--- src/rtl/rmq_sqrt_cell.sv ---
// ============================================================================
// rmq_sqrt_cell
// One digit step of a floor square root: takes two radicand bits, yields one
// root bit.
// ============================================================================
`default_nettype none

module rmq_sqrt_cell #(
    parameter int RW = 16
) (
    input  wire logic            i_clk,
    input  wire logic            i_en,
    input  wire logic [2*RW-1:0] i_rad,
    input  wire logic [RW:0]     i_rem,
    input  wire logic [RW-1:0]   i_root,
    output logic      [2*RW-1:0] o_rad,
    output logic      [RW:0]     o_rem,
    output logic      [RW-1:0]   o_root
);

    logic [RW+2:0] w_trial_rem;
    logic [RW+2:0] w_trial;
    logic          w_ge;

    assign w_trial_rem = {i_rem, i_rad[2*RW-1 -: 2]};
    assign w_trial     = {1'b0, i_root, 2'b01};
    assign w_ge        = (w_trial_rem >= w_trial);

    always_ff @(posedge i_clk) begin
        if (i_en) begin
            o_rad  <= {i_rad[2*RW-3:0], 2'b00};
            o_rem  <= w_ge ? (RW+1)'(w_trial_rem - w_trial) : (RW+1)'(w_trial_rem);
            o_root <= {i_root[RW-2:0], w_ge};
        end
    end

endmodule

`default_nettype wire

--- config.mk ---
export PLATFORM = sky130hd
export DESIGN_NAME = rmq_sqrt_cell
export DESIGN_NICKNAME = d
export VERILOG_FILES = /design/src/rtl/rmq_sqrt_cell.sv
export SDC_FILE = /design/constraint.sdc
export NUM_CORES = 1
export LEC_CHECK = 0
export BUFFER_PORTS_ARGS = -buffer_cell sky130_fd_sc_hd__buf_2
export CAP_MARGIN = 30
export CORE_MARGIN = 2
export CORE_UTILIZATION = 47
export DETAILED_ROUTE_END_ITERATION = 8
export PLACE_DENSITY = 0.86
export SYNTH_ARGS = -nofsm -noshare
export SYNTH_HDL_FRONTEND = slang
export SYNTH_SLANG_ARGS = --single-unit
--- constraint.sdc ---
create_clock -name i_clk -period 3.72 [get_ports i_clk]
set_input_delay 0.93 -clock i_clk [delete_from_list [all_inputs] [get_ports i_clk]]
set_output_delay 0.93 -clock i_clk [all_outputs]
set_load 0.02 [all_outputs]
==> results.sh <==
export IMPL_cts_root_buf="clkbuf_8"
export IMPL_path_cells="buf_2 -> inv_1 -> ha_1 -> a21oi_2 -> o21ai_1 -> a311o_1 -> a21o_1 -> a21boi_4 -> buf_4 -> mux2_2"
export IMPL_required_ps=3800
export IMPL_place_ws_ps=268
export IMPL_num_vias=2276
export IMPL_min_period_over_period=0.836
export IMPL_avgSynthCellArea_um2=14.2
export IMPL_setup_tns_ps=0
export IMPL_slowest_stage="ha_1"
export IMPL_setup_viol_count_final=0
export IMPL_drive_above_1_share=0.461
export IMPL_hold_path_class="in2reg"
export IMPL_rows=29
export IMPL_start_util=0.482
export IMPL_drv_cap=0
export IMPL_io_pins=132
export IMPL_path_delay_family="compound AO/OA/AOI/OAI gates"
export IMPL_max_slew_margin=0.535
export IMPL_vias_per_cell=5.21
export IMPL_crit_path_end_kind="flip-flop"
export IMPL_io_buffers=129
export IMPL_p_leak_nw=1.83
export IMPL_rsz0062_at_grt="no"
export IMPL_numCtsBuffers=9
export IMPL_wl_per_cell_um=16.0
export IMPL_power_mw=2.04
export IMPL_min_period_ps=3110
export IMPL_n_antenna_cell=0
export IMPL_final_nets=440
export IMPL_grt_ovfl_total=0
export IMPL_grt_max_degree=35
export IMPL_clk_pin_slew_ps=80
export IMPL_final_core_util=0.639
export IMPL_hpwl_um=5330
export IMPL_ctsResizeCount=0
export IMPL_yosysUniqueCellTypes=41
export IMPL_stdcell_area_um2=4030
export IMPL_gp_congestion=0.952
export IMPL_post_cts_buffers=0
export IMPL_finalMaxSlewViolations=0
export IMPL_dp_cells=421
export IMPL_fp_dieH_um=84.4
export IMPL_drtIter0Drc=123
export IMPL_syn_to_final_growth_pct=32.6
export IMPL_cts_tree="done"
export IMPL_die_w_um=84.4
export IMPL_drt_pre_antenna_iters=4
export IMPL_netlist_area_um2=3040
export IMPL_die_area_um2=7130
export IMPL_synth_warnings=0
export IMPL_place_area_um2=3790
export IMPL_core_area_um2=6310
export IMPL_antenna_found_initial=0
export IMPL_ctsHoldBuffers=0
export IMPL_h_tree_depth=3
export IMPL_max_freq_ghz=0.321
export IMPL_cp_start_kind="primary input"
export IMPL_drc=0
export IMPL_grt_total_usage=0.199
export IMPL_holdWs_ps=772
export IMPL_ys_flop_type="edfxtp_1"
export IMPL_synthArstFlopShare=0
export IMPL_critical_path_arrival_ps=3190
export IMPL_routed_wl_um=6980
export IMPL_syn_inst=214
export IMPL_ys_ff_latch=63
export IMPL_cts_buffer_depth=2
export IMPL_fin_cells=437
export IMPL_synth_edf_count=63
export IMPL_fin_ws_ps=609
export IMPL_yosysSeqAreaShare=0.622
export IMPL_hold_viol_final=0
export IMPL_ant_nets=0
export IMPL_cp_num_buf_inv=3
export IMPL_grt_pass1_vias=2313
export IMPL_vdd_drop_max_mv=0.467
export IMPL_cts_sinks=63
export IMPL_crit_path_max_incr_delay_ps=380
export IMPL_status="finished clean"
export IMPL_p_per_area_nw_per_um2=505
export IMPL_worstMarginPinSlew_ps=698
export IMPL_crit_fanout=7
export IMPL_grt_pass1_wl_um=11000
export IMPL_path_class="in2reg"
## metal layers
layer  part of all wire  track usage  routed length, µm
met5                  0            0                  0
met2               0.49        0.343               3420
met1               0.41        0.225               2860
met3              0.076       0.0551                534
met4              0.024        0.105                170
## cell type report
class / count / area [µm²]
Tap cell: 77 / 96.3
Sequential cell: 63 / 1890
Timing Repair Buffer: 132 / 681
Multi-Input combinational cell: 128 / 1040
Clock buffer: 9 / 124
Inverter: 21 / 78.8
Clock inverter: 7 / 121
Fill cell: 483 / 2280
## cell families (layout without fill, tap and decap cells)
group                      after synthesis  count (layout)  synth area share
DFF                                     63              63             0.622
AOI/OAI and AO/OA                       46              46             0.104
and+or+nand+nor                         31              31            0.0510
buffers and inverters                   24             169            0.0374
adders and majority gates               18              18            0.0741
muxes                                   17              17            0.0695
xor gates and xnor gates                14              14            0.0403
other                                    1               2           0.00123
## path summary, 6_finish.rpt
check       from  endpoint  slack, ps  cells after the start
max    i_root[8]  o_rem[7]        610                     10
min     i_rad[3]  o_rad[5]        770                      1
## cell usage in the layout, fill, tap and decap left out, drive strengths merged, types with 2 or more instances in the layout
master  count
nand4       2
o211ai      2
o21a        2
o21ai       8
clkbuf      9
and2        2
a21boi      2
nor2       10
xor2        6
buf       132
a21oi      15
mux2i       2
clkinv      4
mux2       15
xnor2       8
a211oi      3
o21bai      2
ha         18
nand2       6
bufinv      3
edfxtp     63
or3         3
inv        21
and3        2
a311o       2
a21o        4
conb        2
## flip-flops by register name (all words and copies together) (netlist names)
| signal | flops |
|---|---|
| o_rad | 30 |
| o_rem | 17 |
| o_root | 16 |
## cells in the mapped netlist, drive strengths merged (3+ instances only)
cell type   n  area, µm²
edfxtp     63       1890
ha         18        225
o21ai       8       40.0
mux2       15        191
or3         3       18.8
xnor2       8       70.1
a211oi      3       22.5
nand2       6       22.5
xor2        6       52.6
a21oi      15       78.8
nor2       10       37.5
a21o        4       30.0
buf         3       35.0
inv        21       78.8
## report_power, final
group / switching, mW / leakage, nW / internal, mW / total, mW
clock network: 0.277 / 0.123 / 0.447 / 0.725
logic: 0.249 / 1.09 / 0.179 / 0.428
registers: 0.0175 / 0.617 / 0.867 / 0.884
No activity file was read; power rests on OpenSTA's default activity.
