==> config.mk <==
export PLATFORM = sky130hd
export DESIGN_NAME = rmq_div_cell
export DESIGN_NICKNAME = d
export VERILOG_FILES = /design/src/rtl/rmq_div_cell.sv
export SDC_FILE = /design/constraint.sdc
export NUM_CORES = 1
export LEC_CHECK = 0
export BUFFER_PORTS_ARGS = -buffer_cell sky130_fd_sc_hd__clkbuf_2
export CAP_MARGIN = 0
export CORE_MARGIN = 3
export CORE_UTILIZATION = 45
export CTS_CLUSTER_SIZE = 16
export DETAILED_ROUTE_END_ITERATION = 12
export PLACE_DENSITY = 0.78
export SLEW_MARGIN = 5
export SYNTH_ARGS = -nofsm -noshare
export SYNTH_HDL_FRONTEND = slang
export SYNTH_SLANG_ARGS = --single-unit
==> constraint.sdc <==
create_clock -name i_clk -period 2.9 [get_ports i_clk]
set_clock_uncertainty 0.1 [all_clocks]
set_input_delay 0.145 -clock i_clk [delete_from_list [all_inputs] [get_ports i_clk]]
set_output_delay 0.145 -clock i_clk [all_outputs]
set_load 0.01 [all_outputs]
==> src/rtl/rmq_div_cell.sv <==
// ============================================================================
// rmq_div_cell
// One restoring division step: shifts in one numerator bit, emits one
// quotient bit.
// ============================================================================
`default_nettype none

module rmq_div_cell #(
    parameter int NW  = 31,
    parameter int DVW = 17
) (
    input  wire logic           i_clk,
    input  wire logic           i_en,
    input  wire logic [NW-1:0]  i_num,
    input  wire logic [DVW-1:0] i_rem,
    input  wire logic [DVW-1:0] i_den,
    input  wire logic [NW-1:0]  i_quo,
    output logic      [NW-1:0]  o_num,
    output logic      [DVW-1:0] o_rem,
    output logic      [DVW-1:0] o_den,
    output logic      [NW-1:0]  o_quo
);

    logic [DVW:0] w_t;
    logic         w_ge;

    assign w_t  = {i_rem, i_num[NW-1]};
    assign w_ge = (w_t >= {1'b0, i_den});

    always_ff @(posedge i_clk) begin
        if (i_en) begin
            o_num <= {i_num[NW-2:0], 1'b0};
            o_rem <= w_ge ? DVW'(w_t - {1'b0, i_den}) : DVW'(w_t);
            o_den <= i_den;
            o_quo <= {i_quo[NW-2:0], w_ge};
        end
    end

endmodule

`default_nettype wire

==> results.md <==
- Row cnt: 33
- 1st-pass router iterations: 4
- Vias per cell: 4.99
- Worst hold path class: in2reg
- Cell depth of the worst setup path: 13
- Area Growth Syn to Fin: 52.6%
- Synth Area in Simple Gates: 5.47%
- Max Cap Viol: 0
- Initial antenna violation count: 0
- Setup CP Type: in2reg
- DP HPWL: 7.61 mm
- DR vias: 3224
- Synth area leader: edfxtp_1
- Mux cell area share after synthesis: 3.96%
- Total power per unit cell area: 517 mW/mm2
- Critical Path RT: 2.90 ns
- Worst Path Max Fanout: 10
- Inserted Clock Buffers: 9
- Post-Synth XOR/XNOR Area: 2.38%
- Primary FF master, synth: edfxtp_1
- Post-Syn Nets: 365
- TritonCTS clock tree: done
- Share of layout cells above drive strength 1: 43.1%
- H-tree depth: 3
- Synth area leaders: edfxtp_1 71%, ha_1 5.3%, mux2_4 3.7%
- Synth Instances: 249
- Nets: 653
- Asr flop ratio synth: 0%
- Grt total ovfl: 0
- Die Ht: 101 um
- Max clock buf depth: 2
- RSZ-0062 raised after global routing: false
- HP Start: i_rem[8]
- Largest net degree at the start of global routing: 66
- First-pass GRT wire length: 17.9 mm
- Clock Sinks: 95
- Post-synthesis adder-cell area fraction: 5.75%
- Final hold vios: 0
- Clock period minus worst slack: 2.79 ns
- Worst-path clk slew: 0.09 ns
- Synthesis-stage register bit count: 95
- Crit path launch type: primary input
- Synth Warn #: 0
- Vias in the first global route: 3408
- Status: complete, no violations
- Sequential area share after synthesis: 70.5%
- WL final: 12.0 mm
- Final Slew Violations: 0
- GRT Resource Usage Total: 23.7%
- I/O pin count: 194
- Design Area, Final: 0.00617 mm2
- CTS Root Buffer Type: clkbuf_8
- Synth Cell Area: 0.00405 mm2
- Ant. Diodes: 0
- Compound-gate portion of the synthesized area: 8.72%
- CP Data Arrival Time: 2.80 ns
- WP buf/inv: 5
- Hold path depth: 2
- WL/cell: 18.6 um
- Critical Path Most Common Cell: inv_1
- Largest family of logic cells by synthesized area: compound AO/OA/AOI/OAI gates
- Post-synth EDFFs: 95
- Peak per-stage delay on the critical path: 0.54 ns
- Starting density of the core: 47.8%
- DRC: 0
- Slowest-stage cell, CP: dlygate4sd3_1
- Fill count: 542
- Delay-heaviest family, CP: buffers and inverters
- PortBufs: 191
- Fin cells: 646
- Mapped Avg Cell Area: 16.3 um2
- Full die area: 0.0102 mm2
- Worst IR Drop VDD: 0.306 mV
- Core Footprint: 0.00846 mm2
- Die width: 101 um
- Initial drt markers: 119
- Setup TNS: 0 ns
- Final period util: 96.3%
- Hold endpoint: o_rem[9]
- P_leak: 2.77 nW
- Area after DPL: 0.00513 mm2
- Number of nets with antenna violations after routing: 0
- Placed Cells: 544
- Yosys cell types: 47
- Setup Viol. Count Final: 0
- Top cell type's share of synthesized area: 70.5%
- GPL Wtd Cong: 0.841
- Peak Freq: 358 MHz
- Setup crit end kind: register
- CP Cell Sequence: dlygate4sd3_1, clkbuf_2, inv_1, ha_1, inv_1, fa_1, a21oi_2, or3_4, a21oi_4, o21bai_4, and2_4, inv_12, mux2_4
-- worst max-delay path by stage --
stage                          from         to  slack (ns)
after global placement    i_num[30]   o_rem[6]        0.25
final                     i_num[30]   o_rem[7]        0.11
after floorplan           i_num[30]  o_rem[10]        0.55
after global routing      i_num[30]   o_rem[7]        0.03
after CTS                 i_num[30]   o_rem[7]        0.02
after detailed placement  i_num[30]   o_rem[3]        0.19
-- cell families (layout without fill, tap and decap cells) --
kind of cell    count (synthesis)  count (layout)
fa+ha+maj                      18              18
buf+inv                        25             317
xor+xnor                       11              11
flops                          95              95
other cells                     1               1
simple gates                   41              41
mux                            11              11
compound gates                 47              47
-- state kept, by name, indices dropped and copies added (netlist names) --
signal and count:
o_rem 17, o_den 17, o_num 30, o_quo 31
-- cells in the mapped netlist, drive strengths merged (2+ instances only) --
cell type and number:
o21ai 7, a21oi 15, ha 17, xor2 3, xnor2 8, buf 2
o31ai 4, nor3 4, a21boi 3, edfxtp 95, nor2 6, nand2b 3
inv 23, and2 4, o21bai 3, o2bb2ai 2, a21o 3, nand2 9
o21a 2, nand3 8, mux2 10
-- power by group --
group	switching, W	total, W	internal, W
Combinational	0.000343	0.000683	0.000340
Sequential	0.0000416	0.00170	0.00166
Clock	0.000485	0.000808	0.000324
-- timing repair --
action	CTS	global route
hold buffers	84	0
gates resized for setup	0	1
endpoints found under the hold margin	84	0
setup buffers	0	3
setup endpoints to repair	0	10
-- per-stage QoR --
| step | hold slack [ns] | power (W) | setup slack (ns) | util (%) |
|---|---|---|---|---|
| 2_1_floorplan | 0.144 | 0.00203 | 0.547 | - |
| 3_3_place_gp | 0.223 | 0.00229 | 0.249 | 60.6 |
| 3_5_place_dp | 0.224 | 0.00230 | 0.194 | 60.6 |
| 4_1_cts | 0.00313 | 0.00319 | 0.0211 | 72.6 |
| 5_1_grt | 0.00794 | 0.00334 | 0.0264 | 72.9 |
| 6_report | 0.0218 | 0.00319 | 0.106 | 72.9 |
-- layer usage --
metal	part of all wire, %	global-route usage, %	vias up	wire (um)
li1	-	-	1517	-
met1	35	25.1	1524	4260
met2	53	44.2	154	6440
met3	8.5	6.44	29	1020
met4	2.7	9.02	0	323
met5	0	0	-	0
-- cell usage in the layout, fill, tap and decap left out, types with 4 or more instances in the layout --
master,n
clkbuf_2,190
edfxtp_1,95
dlygate4sd3_1,84
inv_1,22
ha_1,17
a21oi_1,12
mux2_4,10
nand2_1,9
clkbuf_8,9
xnor2_1,8
nand3_1,7
o21ai_0,7
nor2_1,6
nor3_1,4
buf_4,4
-- final cells by class --
type,instances,area [um2],area share (%)
sequential,95,2850,46.2
timing repair buffer,279,1840,29.8
multi-input combinational,129,1070,17.3
tap,105,131,2.13
clock buffer,9,124,2.01
inverter,23,98.8,1.60
clock inverter,6,55.1,0.892
Power figures use the tool's default switching activity.
